===== config.mk =====
export PLATFORM = sky130hd
export DESIGN_NAME = stc_ctrl
export DESIGN_NICKNAME = d
export VERILOG_FILES = /design/src/rtl/stc_pkg.sv /design/src/rtl/stc_ctrl.sv
export SDC_FILE = /design/constraint.sdc
export NUM_CORES = 1
export LEC_CHECK = 0
export BUFFER_PORTS_ARGS = -buffer_cell sky130_fd_sc_hd__buf_2
export CORE_MARGIN = 4
export CORE_UTILIZATION = 44
export CTS_CLUSTER_DIAMETER = 200
export DETAILED_ROUTE_END_ITERATION = 8
export GPL_ROUTABILITY_DRIVEN = 0
export PLACE_DENSITY = 0.72
export SYNTH_ARGS = -nofsm -noshare
export SYNTH_HDL_FRONTEND = slang
export SYNTH_SLANG_ARGS = --single-unit
export TNS_END_PERCENT = 1

===== constraint.sdc =====
create_clock -name clk -period 1.6 [get_ports clk]
set_input_delay 0.32 -clock clk [delete_from_list [all_inputs] [get_ports clk]]
set_output_delay 0.32 -clock clk [all_outputs]
set_load 0.05 [all_outputs]

===== src/rtl/stc_pkg.sv =====
// ----------------------------------------------------------------------------
// stc_pkg: shared types and constants of the swing tempo clock
// Field widths, register indexes, reset values and the controller/datapath
// command and status bundles.
// ----------------------------------------------------------------------------
package stc_pkg;

    // Position counter width and its saturation value
    localparam int POS_BITS = 32;
    localparam logic [POS_BITS-1:0] POS_MAX = '1;

    // Field widths
    localparam int MODE_W  = 2;
    localparam int TEMPO_W = 17;
    localparam int RATE_W  = 18;
    localparam int DIV_W   = 7;
    localparam int SWING_W = 16;
    localparam int DEPTH_W = 15;
    localparam int BB_W    = 21;
    localparam int BEATS_W = 6;
    localparam int BEAT_W  = 5;
    localparam int R_W     = 18;

    // Configuration port
    localparam int CFG_IDX_W  = 3;
    localparam int CFG_DATA_W = 18;
    localparam logic [CFG_IDX_W-1:0] REG_SYNC_MODE      = 3'd0;
    localparam logic [CFG_IDX_W-1:0] REG_INTERNAL_TEMPO = 3'd1;
    localparam logic [CFG_IDX_W-1:0] REG_FRAME_RATE     = 3'd2;
    localparam logic [CFG_IDX_W-1:0] REG_DIVISION_VALUE = 3'd3;
    localparam logic [CFG_IDX_W-1:0] REG_SWING_AMOUNT   = 3'd4;
    localparam logic [CFG_IDX_W-1:0] REG_RANDOM_DEPTH   = 3'd5;

    // Sync modes
    localparam logic [MODE_W-1:0] MODE_FREE  = 2'd0;
    localparam logic [MODE_W-1:0] MODE_HOST  = 2'd1;
    localparam logic [MODE_W-1:0] MODE_QUANT = 2'd2;

    // Divider operand widths
    localparam int NUM_W = 40;
    localparam int DEN_W = 30;
    localparam int CNT_W = 6;

    // Register reset values
    localparam logic [TEMPO_W-1:0] RST_TEMPO = 17'd30720;
    localparam logic [RATE_W-1:0]  RST_RATE  = 18'd48000;
    localparam logic [DIV_W-1:0]   RST_DIV   = 7'd4;

    // Period from the reset configuration
    localparam longint RST_Q = (64'd48000 * 64'd61440) / (64'd30720 * 64'd4);
    localparam logic [POS_BITS-1:0] RST_PERIOD = RST_Q[POS_BITS-1:0];
    localparam logic [POS_BITS-1:0] RST_HALF   = RST_PERIOD >> 1;

    // Tempo change threshold and bar edge thresholds
    localparam logic [TEMPO_W-1:0] TEMPO_STEP    = 17'd3;
    localparam logic [BB_W-1:0]    BAR_END_MIN   = 21'd64881;
    localparam logic [BB_W-1:0]    BAR_START_MAX = 21'd6553;

    // Constant factors
    localparam logic [3:0]  SYNC_MUL   = 4'd15;
    localparam logic [15:0] PERIOD_MUL = 16'd61440;

    // Jitter generator
    localparam logic [15:0] LFSR_SEED = 16'hACE1;
    localparam logic [15:0] LFSR_TAPS = 16'hB400;

    // Controller to datapath commands
    typedef struct packed {
        logic accept;
        logic sync_r;
        logic sync_m;
        logic sync_w;
        logic tempo;
        logic per_m;
        logic per_w;
        logic pre;
        logic mul;
        logic fire;
        logic inc;
        logic out_load;
    } stc_cmd_t;

    // Datapath to controller status
    typedef struct packed {
        logic start_now;
        logic upd;
        logic qp;
        logic div_done;
        logic out_free;
    } stc_stat_t;

    // One step of the Galois LFSR
    function automatic logic [15:0] lfsr_next(input logic [15:0] v);
        logic [15:0] s;
        s = v >> 1;
        if (v[0])
        begin
            s = s ^ LFSR_TAPS;
        end
        return s;
    endfunction

endpackage


===== src/rtl/stc_ctrl.sv =====
// ----------------------------------------------------------------------------
// stc_ctrl: swing tempo clock sequencer
// Steps one frame through sync, tempo, a period recompute on a tempo change,
// trigger and output, and runs the period recompute after a rate or division write.
// ----------------------------------------------------------------------------
module stc_ctrl (
    input  logic               clk,
    input  logic               rst_n,
    input  logic               in_valid,
    input  logic               cfg_we,
    input  logic               cfg_kick,
    input  stc_pkg::stc_stat_t stat,
    output stc_pkg::stc_cmd_t  cmd,
    output logic               in_stall
);
    import stc_pkg::*;

    localparam logic [3:0] ST_IDLE  = 4'd0;
    localparam logic [3:0] ST_SYR   = 4'd1;
    localparam logic [3:0] ST_SYM   = 4'd2;
    localparam logic [3:0] ST_SYW   = 4'd3;
    localparam logic [3:0] ST_TEMPO = 4'd4;
    localparam logic [3:0] ST_PERM  = 4'd5;
    localparam logic [3:0] ST_PERW  = 4'd6;
    localparam logic [3:0] ST_PRE   = 4'd7;
    localparam logic [3:0] ST_MUL   = 4'd8;
    localparam logic [3:0] ST_FIRE  = 4'd9;
    localparam logic [3:0] ST_FIN   = 4'd10;
    localparam logic [3:0] ST_OUT   = 4'd11;

    logic [3:0] state_reg;
    logic [3:0] state_next;
    logic [3:0] ret_reg;
    logic [3:0] ret_next;
    logic       frame_reg;
    logic       frame_next;
    logic       pend_reg;
    logic       pend_next;
    logic       open;

    assign open     = (state_reg == ST_IDLE) && !pend_reg && !cfg_we;
    assign in_stall = !open;

    // Next state and commands
    always_comb
    begin
        state_next = state_reg;
        ret_next   = ret_reg;
        frame_next = frame_reg;
        pend_next  = pend_reg || cfg_kick;
        cmd        = '0;
        case (state_reg)
            ST_IDLE:
            begin
                if (pend_reg)
                begin
                    pend_next  = cfg_kick;
                    frame_next = 1'b0;
                    state_next = ST_PERM;
                end
                else if (open && in_valid)
                begin
                    cmd.accept = 1'b1;
                    if (stat.start_now)
                    begin
                        ret_next   = ST_TEMPO;
                        state_next = ST_SYR;
                    end
                    else
                    begin
                        state_next = ST_TEMPO;
                    end
                end
            end
            ST_SYR:
            begin
                cmd.sync_r = 1'b1;
                state_next = ST_SYM;
            end
            ST_SYM:
            begin
                cmd.sync_m = 1'b1;
                state_next = ST_SYW;
            end
            ST_SYW:
            begin
                if (stat.div_done)
                begin
                    cmd.sync_w = 1'b1;
                    state_next = ret_reg;
                end
            end
            ST_TEMPO:
            begin
                cmd.tempo = 1'b1;
                if (stat.upd)
                begin
                    frame_next = 1'b1;
                    state_next = ST_PERM;
                end
                else
                begin
                    state_next = ST_PRE;
                end
            end
            ST_PERM:
            begin
                cmd.per_m  = 1'b1;
                state_next = ST_PERW;
            end
            ST_PERW:
            begin
                if (stat.div_done)
                begin
                    cmd.per_w = 1'b1;
                    if (!frame_reg)
                    begin
                        state_next = ST_IDLE;
                    end
                    else if (stat.qp)
                    begin
                        ret_next   = ST_PRE;
                        state_next = ST_SYR;
                    end
                    else
                    begin
                        state_next = ST_PRE;
                    end
                end
            end
            ST_PRE:
            begin
                cmd.pre    = 1'b1;
                state_next = ST_MUL;
            end
            ST_MUL:
            begin
                cmd.mul    = 1'b1;
                state_next = ST_FIRE;
            end
            ST_FIRE:
            begin
                cmd.fire   = 1'b1;
                state_next = ST_FIN;
            end
            ST_FIN:
            begin
                if (stat.qp)
                begin
                    ret_next   = ST_OUT;
                    state_next = ST_SYR;
                end
                else
                begin
                    cmd.inc    = 1'b1;
                    state_next = ST_OUT;
                end
            end
            ST_OUT:
            begin
                if (stat.out_free)
                begin
                    cmd.out_load = 1'b1;
                    state_next   = ST_IDLE;
                end
            end
            default:
            begin
                state_next = ST_IDLE;
            end
        endcase
    end

    // Hold sequencer state
    always_ff @(posedge clk or negedge rst_n)
    begin
        if (!rst_n)
        begin
            state_reg <= ST_IDLE;
            ret_reg   <= ST_IDLE;
            frame_reg <= 1'b0;
            pend_reg  <= 1'b0;
        end
        else
        begin
            state_reg <= state_next;
            ret_reg   <= ret_next;
            frame_reg <= frame_next;
            pend_reg  <= pend_next;
        end
    end

endmodule


Word-level counts from Yosys, hierarchy flattened --
Cells that the tools add are included.
Storage, ports and cells: output and inout bits 13, bits in writable memories 0, bits in read-only memories 0, word-level logic and storage cells 81, input bits 10, register bits 10, memories kept 0, latch bits 0
Cells by class: shift operators 0, add/sub/neg operators 0, equality and inequality tests 23, magnitude comparators 0, bitwise operators 0, multipliers 0, reductions and logical operators 13, multiplexer cells 41, divide/modulo/power cells 0
Operators by type and width (count):
- $mux W4 | 14
- $pmux W4 S12 | 1
- $mux W1 | 21
- $ne A2 B2 Y1 const B | 10
- $eq A4 B3 Y1 const B | 4
- $eq A4 B4 Y1 const B | 4
- $pmux W4 S3 | 1
- $eq A4 B2 Y1 const B | 2
- $reduce_and A8 Y1 | 1
- $mux W3 | 2
- $eq A4 B1 Y1 const B | 1
- $logic_not A4 Y1 | 1
- $reduce_and A4 Y1 | 1
- $logic_and A1 B1 Y1 | 3
- $logic_not A1 Y1 | 3
- $ne A3 B2 Y1 const B | 1
- $reduce_and A3 Y1 | 1
- $reduce_bool A3 Y1 | 1
- $mux W2 | 1
- $ne A2 B1 Y1 const B | 1
- $pmux W1 S2 | 1
- $reduce_bool A2 Y1 | 1
- $logic_or A1 B1 Y1 | 1

Depth between registers and ports, before layout --
Gate-level depths: netlist (run 1).
depth after elaboration 7, depth in mapped cells 6, gate-level depth less buffers 4

Least setup slack after synthesis (run 1) --
No wires, ideal clock.
path kind reg-to-reg, start point register state_reg[2], end point register ret_reg[2], arrival 2.239 ns, path slack -0.776 ns, cell stages (with the launch flop) 6, setup time 0.137 ns, buffers on the path 1, required time 1.463 ns, period minus slack after synthesis 2.376 ns, cell sequence dfrtp_1 -> buf_6 -> nand2b_1 -> nor3_1 -> or3_4 -> a22oi_2
On the way: word-level cells in the longest chain between the ends 6, elaborated cells on any way between the ends 16, those cells by class 9 x eq/ne; 1 x mux; 6 x reduce/logical
Ends and longest elaborated chain:
- from (decl) | RTL line stc_ctrl.sv:31 | logic [3:0] state_reg;
- from (signal assigned) | RTL line stc_ctrl.sv:186 | state_reg <= state_next;
- $logic_not A4 Y1 | RTL line stc_ctrl.sv:41, stc_ctrl.sv:52
- $logic_and A1 B1 Y1 (2 in a row) | RTL line stc_ctrl.sv:41 | assign open = (state_reg == ST_IDLE) && !pend_reg && !cfg_we;
- $logic_and A1 B1 Y1 | RTL line stc_ctrl.sv:61 | else if (open && in_valid)
- $ne A2 B1 Y1 (no line)
- $reduce_and A8 Y1 (no line)
- to (signal assigned) | RTL line stc_ctrl.sv:187 | ret_reg <= ret_next;
- to (decl) | RTL line stc_ctrl.sv:33 | logic [3:0] ret_reg;
Parallel ways exist; a longest one is shown, timed or not. A chain may end at the register's enable or synchronous reset.

Worst setup path after layout (run 1) --
start point register state_reg[2], end point output in_stall
On the way: word-level cells in the longest chain between the ends 4
Ends and longest elaborated chain:
- $logic_not A4 Y1 | RTL line stc_ctrl.sv:41
- $logic_and A1 B1 Y1 (2 in a row) | RTL line stc_ctrl.sv:41
- $logic_not A1 Y1 | RTL line stc_ctrl.sv:42 | assign in_stall = !open;
- to (decl) | RTL line stc_ctrl.sv:14 | output logic in_stall
No other way between the ends.

==> flow_results.org, run 1 <==
** Cells and area
- Signed area change from the synthesized netlist to the final layout :: 71.2%
- Antenna diode count :: 0
- Fraction of layout instances using a drive strength above 1 :: 55.6%
- Leading cell type in the layout, fill and taps excluded :: buf_4
- The net count of the finished layout is 153.
- Largest register FFs :: 4
- Most used cells in the layout excluding fill and tap cells :: buf_4, buf_2, buf_6
- The count of cells in the finished layout, fillers not included, comes to 158.

** STA
- Final WS setup :: -0.222 ns
- Final Slew Violations :: 0
- Share of the clock period used by the worst path :: 114%
- Static timing analysis puts the maximum clock frequency at 549 MHz.
- Clock skew after layout :: 0.00931 ns
- For the pin with the worst max-slew slack, the measured transition is 0.340 ns.
- After layout, the minimum clock period comes to 1.82 ns.
- Worst hold margin :: 0.200 ns
- Count of final setup violators :: 19
- The number of hold violations in the final report came to 0.
- Slew Limit Headroom :: 77.1%
- RSZ-0062 raised after global routing :: yes

** Die
- For this design the top-level I/O count stands at 23.
- Placeable core region :: 1560 sq um
- The die covers 2420 sq um.
- The initial utilization of the core area, before any placement, comes to 48.0%.
- Die width :: 49.2 microns
- Count of standard-cell rows :: 14
- The floorplan step set the die height to 49.2 microns.

** Clock network
- CTS Buf Count :: 3
- The root buffer cell chosen for the clock tree is clkbuf_4.
- Clock-pin slew was measured on the worst setup and hold paths at 0.07 ns.
- TritonCTS clock tree :: yes
- Insertion delay to the later sink of the worst-skew pair :: 0.29 ns
- Total number of clock tree sinks :: 9
- Depth of the CTS H-tree :: 1
- No sink is reached through more buffers than the 2 on the longest clock path.

** Setup path
- Critical Path Slowest Stage Cell :: dfrtp_2
- Stages on worst setup path :: 5
- Worst reg2reg path depth :: 5
- Most used cell, CP :: buf_4
- At the worst endpoint, the arrival time is 1.50 ns.
- Highest net fanout along the worst path :: 9
- Endpoint class of the critical path :: output port
- Cell class contributing the biggest share of worst-path delay :: buffers and inverters
- Startpoint types :: flop
- The critical path goes through buf_4 > nor3_4 > buf_4 > nand2_1 > buf_6.
- Buf/Inv on CP :: 3
- The worst setup path is of the flop to output port kind.
- For the worst setup path, the data required time is 1.28 ns.
- Delay of the slowest cell on the worst path :: 0.47 ns

** Pwr
- Lkg Pwr :: 0.574 nW
- Maximum VDD drop :: 1.23 mV
- Power spread over the standard cell area amounts to 2070 nW/um^2.

** Placed design
- Buffers placed on the I/O ports in this run total 22.
- The HPWL after detailed placement is 1.75 mm.
- After detailed placement, the design holds a cell count of 147.

** Yosys
- When the netlist entered floorplanning its net count stood at 105.
- Sequential share of the synthesized area :: 30.1%
- The Yosys step of the flow raised 0 warnings.
- Dividing the synthesized area by the synthesized cell count gives 7.88 sq um.
- Post-synthesis register bit count :: 9
- The cell count after synthesis came out at 95.
- Yosys mapped a number of flops with a built-in enable equal to 0.
- Post-synthesis instance area :: 748 sq um
- Counting distinct cell types in the post-synthesis netlist gives 41.
- For this run, asynchronously set or reset flops after synthesis account for 100%.
- Among all flip-flop cells after synthesis, the most frequent one is dfrtp_1.

** Drt
- Via count of the routed design :: 968
- DRC violation total after the first TritonRoute iteration :: 36
- Length of the first detailed-routing pass in iterations :: 4
- Routed wire per std cell :: 18.4 microns
- Total routed wirelength :: 2.91 mm
- Antenna viol nets, final :: 0
- Remaining DRCs :: 0
- Via-per-instance ratio :: 6.13

** Global route
- Largest net degree at the start of global routing :: 12
- Global routing used 26.1% of the available tracks across all layers.
- The number of global-route vias before repair came to 979.
- Overflow left after global routing :: 0
- First-pass GRT wire length :: 4.72 mm
- Number of antenna violations at the first check in global routing :: 0

** Run status
- The final reports fail on setup timing.
- Status :: complete, but fails checks

** Min path
- Counting instances, the worst hold path has a depth of 2.
- The min-delay analysis places its worst path in the category input pin to flop.

** Job
- The tool flagged a number of max-cap violations equal to 0.
-- worst paths after layout --
kind                              start      endpoint  slack [ns]
max reg2reg                state_reg[0]  state_reg[1]       -0.18
min                            cfg_kick      pend_reg        0.20
min reg2reg                  ret_reg[3]    ret_reg[3]        0.55
min in group asynchronous         rst_n      pend_reg        0.42
max                        state_reg[2]      in_stall       -0.22
max in group asynchronous         rst_n  state_reg[1]        0.96
-- cell type report --
class / count / area [sq um]
clock buffer: 3 / 22.5
clock inverter: 1 / 5.00
fill: 86 / 278
inverter: 4 / 15.0
multi-input combinational: 74 / 566
sequential: 9 / 229
tap: 16 / 20.0
timing repair buffer: 51 / 424
-- Yosys cell counts (2+ instances only) --
master | instances | share of area (%)
o22ai_1 | 3 | 2.5
a21oi_1 | 5 | 3.3
inv_1 | 4 | 2.0
nand2_1 | 6 | 3.0
o21ai_0 | 3 | 2.0
or4_1 | 2 | 2.0
dfrtp_1 | 9 | 30
o21a_1 | 2 | 2.0
a31oi_1 | 4 | 3.3
and3_1 | 2 | 1.7
nor2b_1 | 3 | 2.5
nor2_1 | 11 | 5.5
buf_2 | 4 | 2.7
nor3_1 | 7 | 4.7
nand2b_1 | 4 | 3.3
-- per-stage QoR --
stage	setup slack [ns]	util, %	area, sq um	setup TNS [ns]	power, mW
6_report	-0.222	82.2	1280	-2.28	2.65
5_1_grt	-0.274	82.2	1280	-3.16	2.80
4_1_cts	-0.215	80.3	1250	-1.88	2.50
3_5_place_dp	-0.0921	66.3	1030	-0.578	2.01
3_3_place_gp	-0.0735	66.3	1030	-0.354	1.99
2_1_floorplan	-0.201	-	772	-1.67	1.48
-- report_power, final --
group,total [mW],internal (mW),switching (mW)
Sequential,0.461,0.335,0.126
Combinational,1.99,0.928,1.06
Clock,0.198,0.0933,0.104
-- routing by layer --
metal	track usage (%)	wire (microns)
met1	34.9	1190
met2	38.6	1360
met3	4.89	258
met4	15.2	105
met5	0	0
-- what timing repair did --
item / in CTS / in global routing
hold buffers: 1 / 0
pin swaps: 1 / 2
endpoints found under the hold margin: 9 / 0
setup buffers: 5 / 1
setup endpoints to repair: 20 / 19
gates resized for setup: 43 / 6
-- kinds of logic after synthesis --
group / after synthesis / synth area share [%]
DFF: 9 / 30.1
xor gates and xnor gates: 2 / 2.34
AOI/OAI and AO/OA: 29 / 27.8
buffers and inverters: 12 / 8.19
and+or+nand+nor: 43 / 31.6
No activity file was read; power rests on OpenSTA's default activity.
==> inputs of run 2 (changes only) <==
--- a/config.mk
+++ b/config.mk
@@ -7,11 +7,11 @@
 export LEC_CHECK = 0
 export BUFFER_PORTS_ARGS = -buffer_cell sky130_fd_sc_hd__buf_2
 export CORE_MARGIN = 4
-export CORE_UTILIZATION = 44
+export CORE_UTILIZATION = 49
 export CTS_CLUSTER_DIAMETER = 200
 export DETAILED_ROUTE_END_ITERATION = 8
 export GPL_ROUTABILITY_DRIVEN = 0
-export PLACE_DENSITY = 0.72
+export PLACE_DENSITY = 0.76
 export SYNTH_ARGS = -nofsm -noshare
 export SYNTH_HDL_FRONTEND = slang
 export SYNTH_SLANG_ARGS = --single-unit
==> constraint.sdc (replaced) <==
create_clock -name clk -period 2.06 [get_ports clk]
set_input_delay 0.412 -clock clk [delete_from_list [all_inputs] [get_ports clk]]
set_output_delay 0.412 -clock clk [all_outputs]
set_load 0.05 [all_outputs]
==> flow_results.org, run 2 (synthesis results as in run 1) <==
** Min path
- Worst hold path class :: input pin to flop (unchanged)
- Hold worst-path end :: pend_reg (unchanged)
- The worst hold path depth came to 2 (unchanged).
- The hold path startpoint is cfg_kick (unchanged).

** Drt
- The total detailed-routing wirelength was 2.02 mm (was 2.91 mm).
- Antenna viol nets, final :: 0 (unchanged)
- The via density per instance is 6.24 (was 6.13).
- The total via count after detailed routing is 830 (was 968).
- The number of detailed-route iterations in the first pass is 4 (unchanged).
- The wire length per cell after detailed routing was 15.2 microns (was 18.4 microns).
- DRC violation total after the first TritonRoute iteration :: 45 (was 36)
- Remaining DRCs :: 0 (unchanged)

** Setup path
- Buf/Inv on CP :: 1 (was 3)
- Setup slack of the worst register-to-register path :: 0.31 ns (was -0.18 ns)
- R2r startpoint :: state_reg[2] (was state_reg[0])
- Critical Path, Cell by Cell :: nor4b_1 > buf_2 (was buf_4 > nor3_4 > buf_4 > nand2_1 > buf_6)
- The required time at the endpoint of the critical path was 1.65 ns (was 1.28 ns).
- The data arrival time of the critical path is 1.58 ns (was 1.50 ns).
- The slowest stage cell on the critical path is dfrtp_2 (unchanged).
- Delay of the slowest cell on the worst path :: 0.53 ns (was 0.47 ns)
- The element type at the critical path end was an output port (unchanged).
- Critical path class :: flop to output port (unchanged)
- The largest fanout on the critical path came to 19 (was 9).
- The number of cell instances on the worst register-to-register path came to 4 (was 5).
- The cell class contributing the biggest share of worst-path delay is flip-flops (was buffers and inverters).
- Reg-to-reg critical path endpoint :: ret_reg[3] (was state_reg[1])
- The nature of the critical path startpoint is a flop (unchanged).

** Job
- Max-cap violation count :: 0 (unchanged)

** Clock network
- The number of buffers on the longest clock path was 2 (unchanged).
- The TritonCTS clock tree is yes (unchanged).
- The clock slew at the register clock pins of the worst setup and hold paths is 0.06 ns (was 0.07 ns).
- The insertion delay to the later sink of the worst-skew pair came to 0.25 ns (was 0.29 ns).
- The H-tree depth reported by CTS was 1 (unchanged).
- The CTS root buffer is clkbuf_4 (unchanged).
- The total CTS buffers came to 3 (unchanged).
- Total number of clock tree sinks :: 9 (unchanged)
- Setup bufs post-CTS :: 0 (was 5)

** Cells and area
- The final core utilization was 66.9% (was 82.2%).
- Number of fill cells in the layout :: 128 (was 86)
- The flip-flop and latch area was 230 sq um (was 229 sq um).
- The number of diodes added for antenna fixing came to 0 (unchanged).
- The number of flip-flops in the largest register is 4 (unchanged).
- The layout overhead on the synthesized area was 22.2% (was 71.2%).
- Most used cells in the layout excluding fill and tap cells :: buf_2, nor2_1, dfrtp_1 (was buf_4, buf_2, buf_6)
- Fraction of layout instances using a drive strength above 1 :: 33.1% (was 55.6%)
- The area occupied by multi-input gates was 469 sq um (was 566 sq um).
- Leading cell type in the layout, fill and taps excluded :: buf_2 (was buf_4)
- The total number of nets in the final design came to 129 (was 153).

** STA
- The number of hold violations in the final report is 0 (unchanged).
- Total negative slack for setup checks :: 0 ns (was -2.28 ns)
- Period minus WS final :: 2.00 ns
- Worst-Margin Slew :: 0.391 ns (was 0.340 ns)
- Of the available clock period, the critical path in the final layout requires 96.9%.
- The final-report setup violation count was 0 (was 19).
- Slew Limit Headroom :: 73.6% (was 77.1%)
- RSZ-0062 raised after global routing :: no (was yes)
- Final Slew Violations :: 0 (unchanged)
- Maximum clock frequency :: 501 MHz
- Clock skew after layout :: 0.00428 ns (was 0.00931 ns)

** Placed design
- Total of buffers placed on input and output ports :: 22 (unchanged)
- DP Wirelength :: 1.52 mm (was 1.75 mm)

** Global route
- The number of global-route vias before repair came to 734 (was 979).
- The wire length of the first global-routing pass was 3.30 mm (was 4.72 mm).
- Overflow left after global routing :: 0 (unchanged)
- The maximum number of pins on one net before global-route repair came to 22 (was 12).
- The global-route usage over all layers is 21.4% (was 26.1%).
- Number of antenna violations at the first check in global routing :: 0 (unchanged)

** Pwr
- The power spent charging and discharging nets came to 0.764 mW (was 1.29 mW).
- The internal power contribution is 0.722 mW (was 1.36 mW).
- Combinational fraction of design power :: 65.4% (was 75.1%)
- Total power density per cell area :: 1620 nW/um^2 (was 2070 nW/um^2)
- The part of the total power dissipated in the clock network is 8.6% (was 7.5%).
- The maximum vdd drop came to 0.936 mV (was 1.23 mV).
- Fraction of power spent switching nets :: 51.4% (was 48.8%)
- The register share of total power is 25.9% (was 17.4%).
- Design Power :: 1.49 mW (was 2.65 mW)
- Lkg Pwr :: 0.410 nW (was 0.574 nW)

** Die
- Initial Util :: 54.8% (was 48.0%)
- Total die area :: 2220 sq um (was 2420 sq um)
- Number of I/O pins :: 23 (unchanged)
- Placeable core region :: 1370 sq um (was 1560 sq um)
- The number of core rows is 13 (was 14).
- Die width :: 47.1 microns (was 49.2 microns)
- The die outline height was 47.1 microns (was 49.2 microns).

** Run status
- Status: completed (was complete, but fails checks).
==> run 2: cell types whose count changed in the layout (fill, tap and decap cells not counted), sizes merged <==
cell / before / now
clkinv: 1 / 0
buf: 50 / 26
clkbuf: 3 / 4
==> run 2: final cells by class <==
| class | count | area share [%] |
|---|---|---|
| Multi-Input combinational cell | 74 | 51.3 |
| Sequential cell | 9 | 25.2 |
| Timing Repair Buffer | 27 | 17.0 |
| Clock buffer | 4 | 2.87 |
| Tap cell | 15 | 2.05 |
| Inverter | 4 | 1.64 |
==> run 2: through the flow <==
stage	worst slack (ns)	hold slack [ns]	std cells	area, sq um
2_1_floorplan	-0.218	0.116	95	753
3_3_place_gp	0.213	0.269	128	866
3_5_place_dp	0.122	0.271	128	866
4_1_cts	0.0190	0.339	133	905
5_1_grt	0.00488	0.345	133	915
6_report	0.0643	0.344	133	915
==> run 2: power by group through the flow <==
stage	registers (mW)	logic (mW)	clock network, mW
global route	0.404	1.05	0.144
CTS	0.377	0.958	0.135
floorplan	0.303	0.828	0
detailed placement	0.378	0.950	0
finish	0.385	0.972	0.128
global placement	0.373	0.950	0
==> run 2: worst max path at each step <==
| stage | from | endpoint | slack, ns | cells after the start |
|---|---|---|---|---|
| 2_1_floorplan | state_reg[1] | cmd[10] | -0.22 | 4 |
| 3_3_place_gp | state_reg[2] | cmd[1] | 0.21 | 3 |
| 3_5_place_dp | state_reg[3] | cmd[1] | 0.12 | 3 |
| 4_1_cts | state_reg[2] | cmd[1] | 0.02 | 3 |
| 5_1_grt | state_reg[2] | cmd[1] | 0.005 | 3 |
| 6_report | state_reg[3] | cmd[7] | 0.06 | 2 |
==> run 2: routing by layer <==
layer,vias to the layer above,track usage [%],wire length (microns)
li1,400,-,-
met1,371,30.7,895
met2,57,31.4,867
met3,2,3.07,238
met4,0,10.5,13
met5,-,0,0
==> run 2: timing repair <==
| action | CTS | global route |
|---|---|---|
| endpoints found under the setup margin | 6 | 2 |
| gates resized for setup | 2 | 6 |
| gates cloned | 0 | 0 |
| hold buffers | 1 | 0 |
| endpoints found under the hold margin | 9 | 0 |
==> inputs of run 3 (changes only) <==
--- a/config.mk
+++ b/config.mk
@@ -6,12 +6,15 @@
 export NUM_CORES = 1
 export LEC_CHECK = 0
 export BUFFER_PORTS_ARGS = -buffer_cell sky130_fd_sc_hd__buf_2
+export CELL_PAD_IN_SITES_DETAIL_PLACEMENT = 2
+export CELL_PAD_IN_SITES_GLOBAL_PLACEMENT = 2
 export CORE_MARGIN = 4
-export CORE_UTILIZATION = 49
+export CORE_UTILIZATION = 25
 export CTS_CLUSTER_DIAMETER = 200
+export CTS_CLUSTER_SIZE = 40
 export DETAILED_ROUTE_END_ITERATION = 8
 export GPL_ROUTABILITY_DRIVEN = 0
-export PLACE_DENSITY = 0.76
+export PLACE_DENSITY = 0.73
 export SYNTH_ARGS = -nofsm -noshare
 export SYNTH_HDL_FRONTEND = slang
 export SYNTH_SLANG_ARGS = --single-unit
==> constraint.sdc (replaced) <==
create_clock -name clk -period 1.7 [get_ports clk]
set_input_delay 0.34 -clock clk [delete_from_list [all_inputs] [get_ports clk]]
set_output_delay 0.34 -clock clk [all_outputs]
set_load 0.05 [all_outputs]
==> flow_results.org, run 3 (synthesis results as in run 1) <==
** Die
- Die width :: 62.7 microns (was 47.1 microns)
- Total die area :: 3930 sq um (was 2220 sq um)
- Vertical extent of the die :: 62.7 microns (was 47.1 microns)
- Count of standard-cell rows :: 19 (was 13)
- Initial Util :: 26.7% (was 54.8%)
- Placeable core region :: 2810 sq um (was 1370 sq um)
- The number of placed I/O pins is 23 (unchanged).

** STA
- Of the available clock period, the critical path in the final layout requires 111%.
- Final Slew Violations :: 0 (unchanged)
- The number of hold violations in the final report came to 0 (unchanged).
- The final-report setup violation count was 19 (was 0).
- Clock skew after layout :: 0.00728 ns (was 0.00428 ns)
- Maximum clock frequency :: 528 MHz
- Final WS setup :: -0.194 ns (was 0.0643 ns)
- The total negative setup slack was -1.69 ns (was 0 ns).
- Subtracting the final worst setup slack from the clock period gives 1.89 ns.
- RSZ-0062 raised after global routing :: yes (was no)
- The actual transition at the worst max-transition pin was 0.287 ns (was 0.391 ns).
- The worst-case headroom to the max-slew limit came to 80.8% (was 73.6%).

** Cells and area
- The number of diodes added for antenna fixing was 0 (unchanged).
- Largest register FFs :: 4 (unchanged)
- The share of layout cells above drive strength 1 was 60.3% (was 33.1%).
- Leading cell type in the layout, fill and taps excluded :: buf_4 (was buf_2)
- The layout overhead on the synthesized area is 84.8% (was 22.2%).
- The total number of nets in the final design was 157 (was 129).
- Most used cells in the layout excluding fill and tap cells: buf_4, buf_6, buf_2, dfrtp_1 (was buf_2, nor2_1, dfrtp_1).
- The cell area after layout is 1380 sq um (was 915 sq um).

** Setup path
- Critical Path Slowest Stage Cell :: dfrtp_2 (unchanged)
- Critical Path, Cell by Cell :: or2_4 > nor3_4 > and3_4 > buf_8 (was nor4b_1 > buf_2)
- Delay of the slowest cell on the worst path :: 0.45 ns (was 0.53 ns)
- Buf/Inv on CP :: 1 (unchanged)
- Endpoint class of the critical path :: output port (unchanged)
- Crit. Startpoint :: state_reg[1] (was state_reg[3])
- The start-to-end type of the worst setup path is flop to output port (unchanged).
- Worst reg2reg path depth :: 6 (was 4)
- The reg-to-reg critical path startpoint is state_reg[2] (unchanged).
- The largest fanout on the critical path came to 3 (was 19).
- Cell class contributing the biggest share of worst-path delay :: simple AND/OR/NAND/NOR gates (was flip-flops)
- The required time at the endpoint of the critical path was 1.36 ns (was 1.65 ns).
- The nature of the critical path startpoint is a flop (unchanged).
- The data arrival time of the critical path came to 1.55 ns (was 1.58 ns).
- The path length in cells of the critical path was 4 (was 2).

** Global route
- First-pass GRT wire length :: 6.43 mm (was 3.30 mm)
- The number of antenna violations at the first check in global routing came to 0 (unchanged).
- Largest net degree at the start of global routing :: 14 (was 22)
- The global-route usage over all layers came to 21.7% (was 21.4%).
- The number of global-route vias before repair is 1126 (was 734).
- Overflow left after global routing :: 0 (unchanged)

** Pwr
- The power density over cell area came to 1970 nW/um^2 (was 1620 nW/um^2).
- The combinational fraction of design power is 76.2% (was 65.4%).
- The maximum vdd drop came to 0.694 mV (was 0.936 mV).
- Internal cell power :: 1.37 mW (was 0.722 mW)
- Net load switching power :: 1.36 mW (was 0.764 mW)
- The part of the total power dissipated in the clock network was 7.2% (was 8.6%).
- The fraction of power spent switching nets was 49.8% (was 51.4%).
- Lkg Pwr :: 0.614 nW (was 0.410 nW)
- Share of power burned in registers :: 16.6% (was 25.9%)

** Min path
- Worst hold path class :: input pin to flop (unchanged)
- The hold path startpoint is cfg_kick (unchanged).
- The worst hold path depth came to 2 (unchanged).

** Clock network
- Insertion delay to the later sink of the worst-skew pair :: 0.29 ns (was 0.25 ns)
- The TritonCTS clock tree is yes (unchanged).
- Maximum number of buffers from clock root to sink :: 2 (unchanged)
- Depth of the CTS H-tree :: 1 (unchanged)
- Clk slew on worst S/H paths :: 0.08 ns (was 0.06 ns)
- CTS Buf Count :: 3 (unchanged)
- The CTS root buffer is clkbuf_4 (unchanged).
- Total number of clock tree sinks :: 9 (unchanged)

** Drt
- DRC violation total after the first TritonRoute iteration :: 54 (was 45)
- Via-per-instance ratio :: 5.63 (was 6.24)
- Routed wire per std cell :: 23.2 microns (was 15.2 microns)
- Remaining DRCs :: 0 (unchanged)
- Total routed wirelength :: 4.11 mm (was 2.02 mm)
- Length of the first detailed-routing pass in iterations :: 4 (unchanged)
- The count of nets left with antenna violations after detail routing came to 0 (unchanged).
- Via count of the routed design :: 996 (was 830)

** Placed design
- DP Wirelength :: 2.55 mm (was 1.52 mm)
- Post-detailed-placement cell area :: 1050 sq um (was 866 sq um)
- Total of buffers placed on input and output ports :: 22 (unchanged)
- Post-Place Setup Slack :: -0.0407 ns (was 0.122 ns)

** Run status
- Failing checks :: setup timing
- Status: complete, but fails checks (was completed).

** Job
- Max-cap violation count :: 0 (unchanged)
[run 3: cell count changes in the layout (fill, tap and decap cells not counted), moves of 3 or more]
cell / previous run / this run
buf_2: 20 / 9
buf_4: 6 / 29
buf_6: 0 / 12
buf_8: 0 / 3
nand2b_1: 3 / 0
nand2b_4: 0 / 4
nor2_1: 11 / 5
nor2_4: 0 / 4
[run 3: power by group through the flow]
stage | combinational [mW] | sequential, mW | clock, mW
final | 2.08 | 0.453 | 0.195
after global placement | 1.48 | 0.445 | 0
after global routing | 2.21 | 0.464 | 0.212
after CTS | 1.87 | 0.446 | 0.191
after floorplan | 1.02 | 0.367 | 0
after detailed placement | 1.55 | 0.454 | 0
[run 3: cell type report]
cell class / instances / area, sq um
Clock inverter: 1 / 5.00
Clock buffer: 3 / 22.5
Fill cell: 297 / 1420
Timing Repair Buffer: 55 / 473
Inverter: 4 / 15.0
Tap cell: 31 / 38.8
Sequential cell: 9 / 229
Multi-Input combinational cell: 74 / 599
[run 3: worst paths after layout]
check                          endpoint  slack (ns)
max                             cmd[11]       -0.19
min                            pend_reg        0.23
max reg2reg                state_reg[1]       -0.12
min reg2reg                  ret_reg[2]        0.59
max in group asynchronous  state_reg[3]        1.03
min in group asynchronous  state_reg[2]        0.44
[run 3: routing by layer]
layer,GRT usage (%),up-vias,routed length (microns)
met3,3.60,5,165
li1,-,451,-
met5,0,-,0
met4,10.2,0,66
met1,25.2,503,1770
met2,38.3,37,2110
[run 3: stage by stage]
step                hold slack, ns  utilization (%)  cells  power, mW
finish                       0.226             49.3    177       2.72
global route                 0.244             49.3    177       2.88
CTS                          0.228             47.0    175       2.51
detailed placement           0.221             37.6    163       2.00
global placement             0.216             37.6    163       1.93
floorplan                   0.0444                -     95       1.39
[run 3: what timing repair did]
action / CTS / global route
endpoints found under the setup margin: 17 / 20
endpoints found under the hold margin: 9 / 0
pin swaps: 4 / 1
hold buffers: 1 / 0
gates resized for setup: 52 / 14
setup buffers: 7 / 2
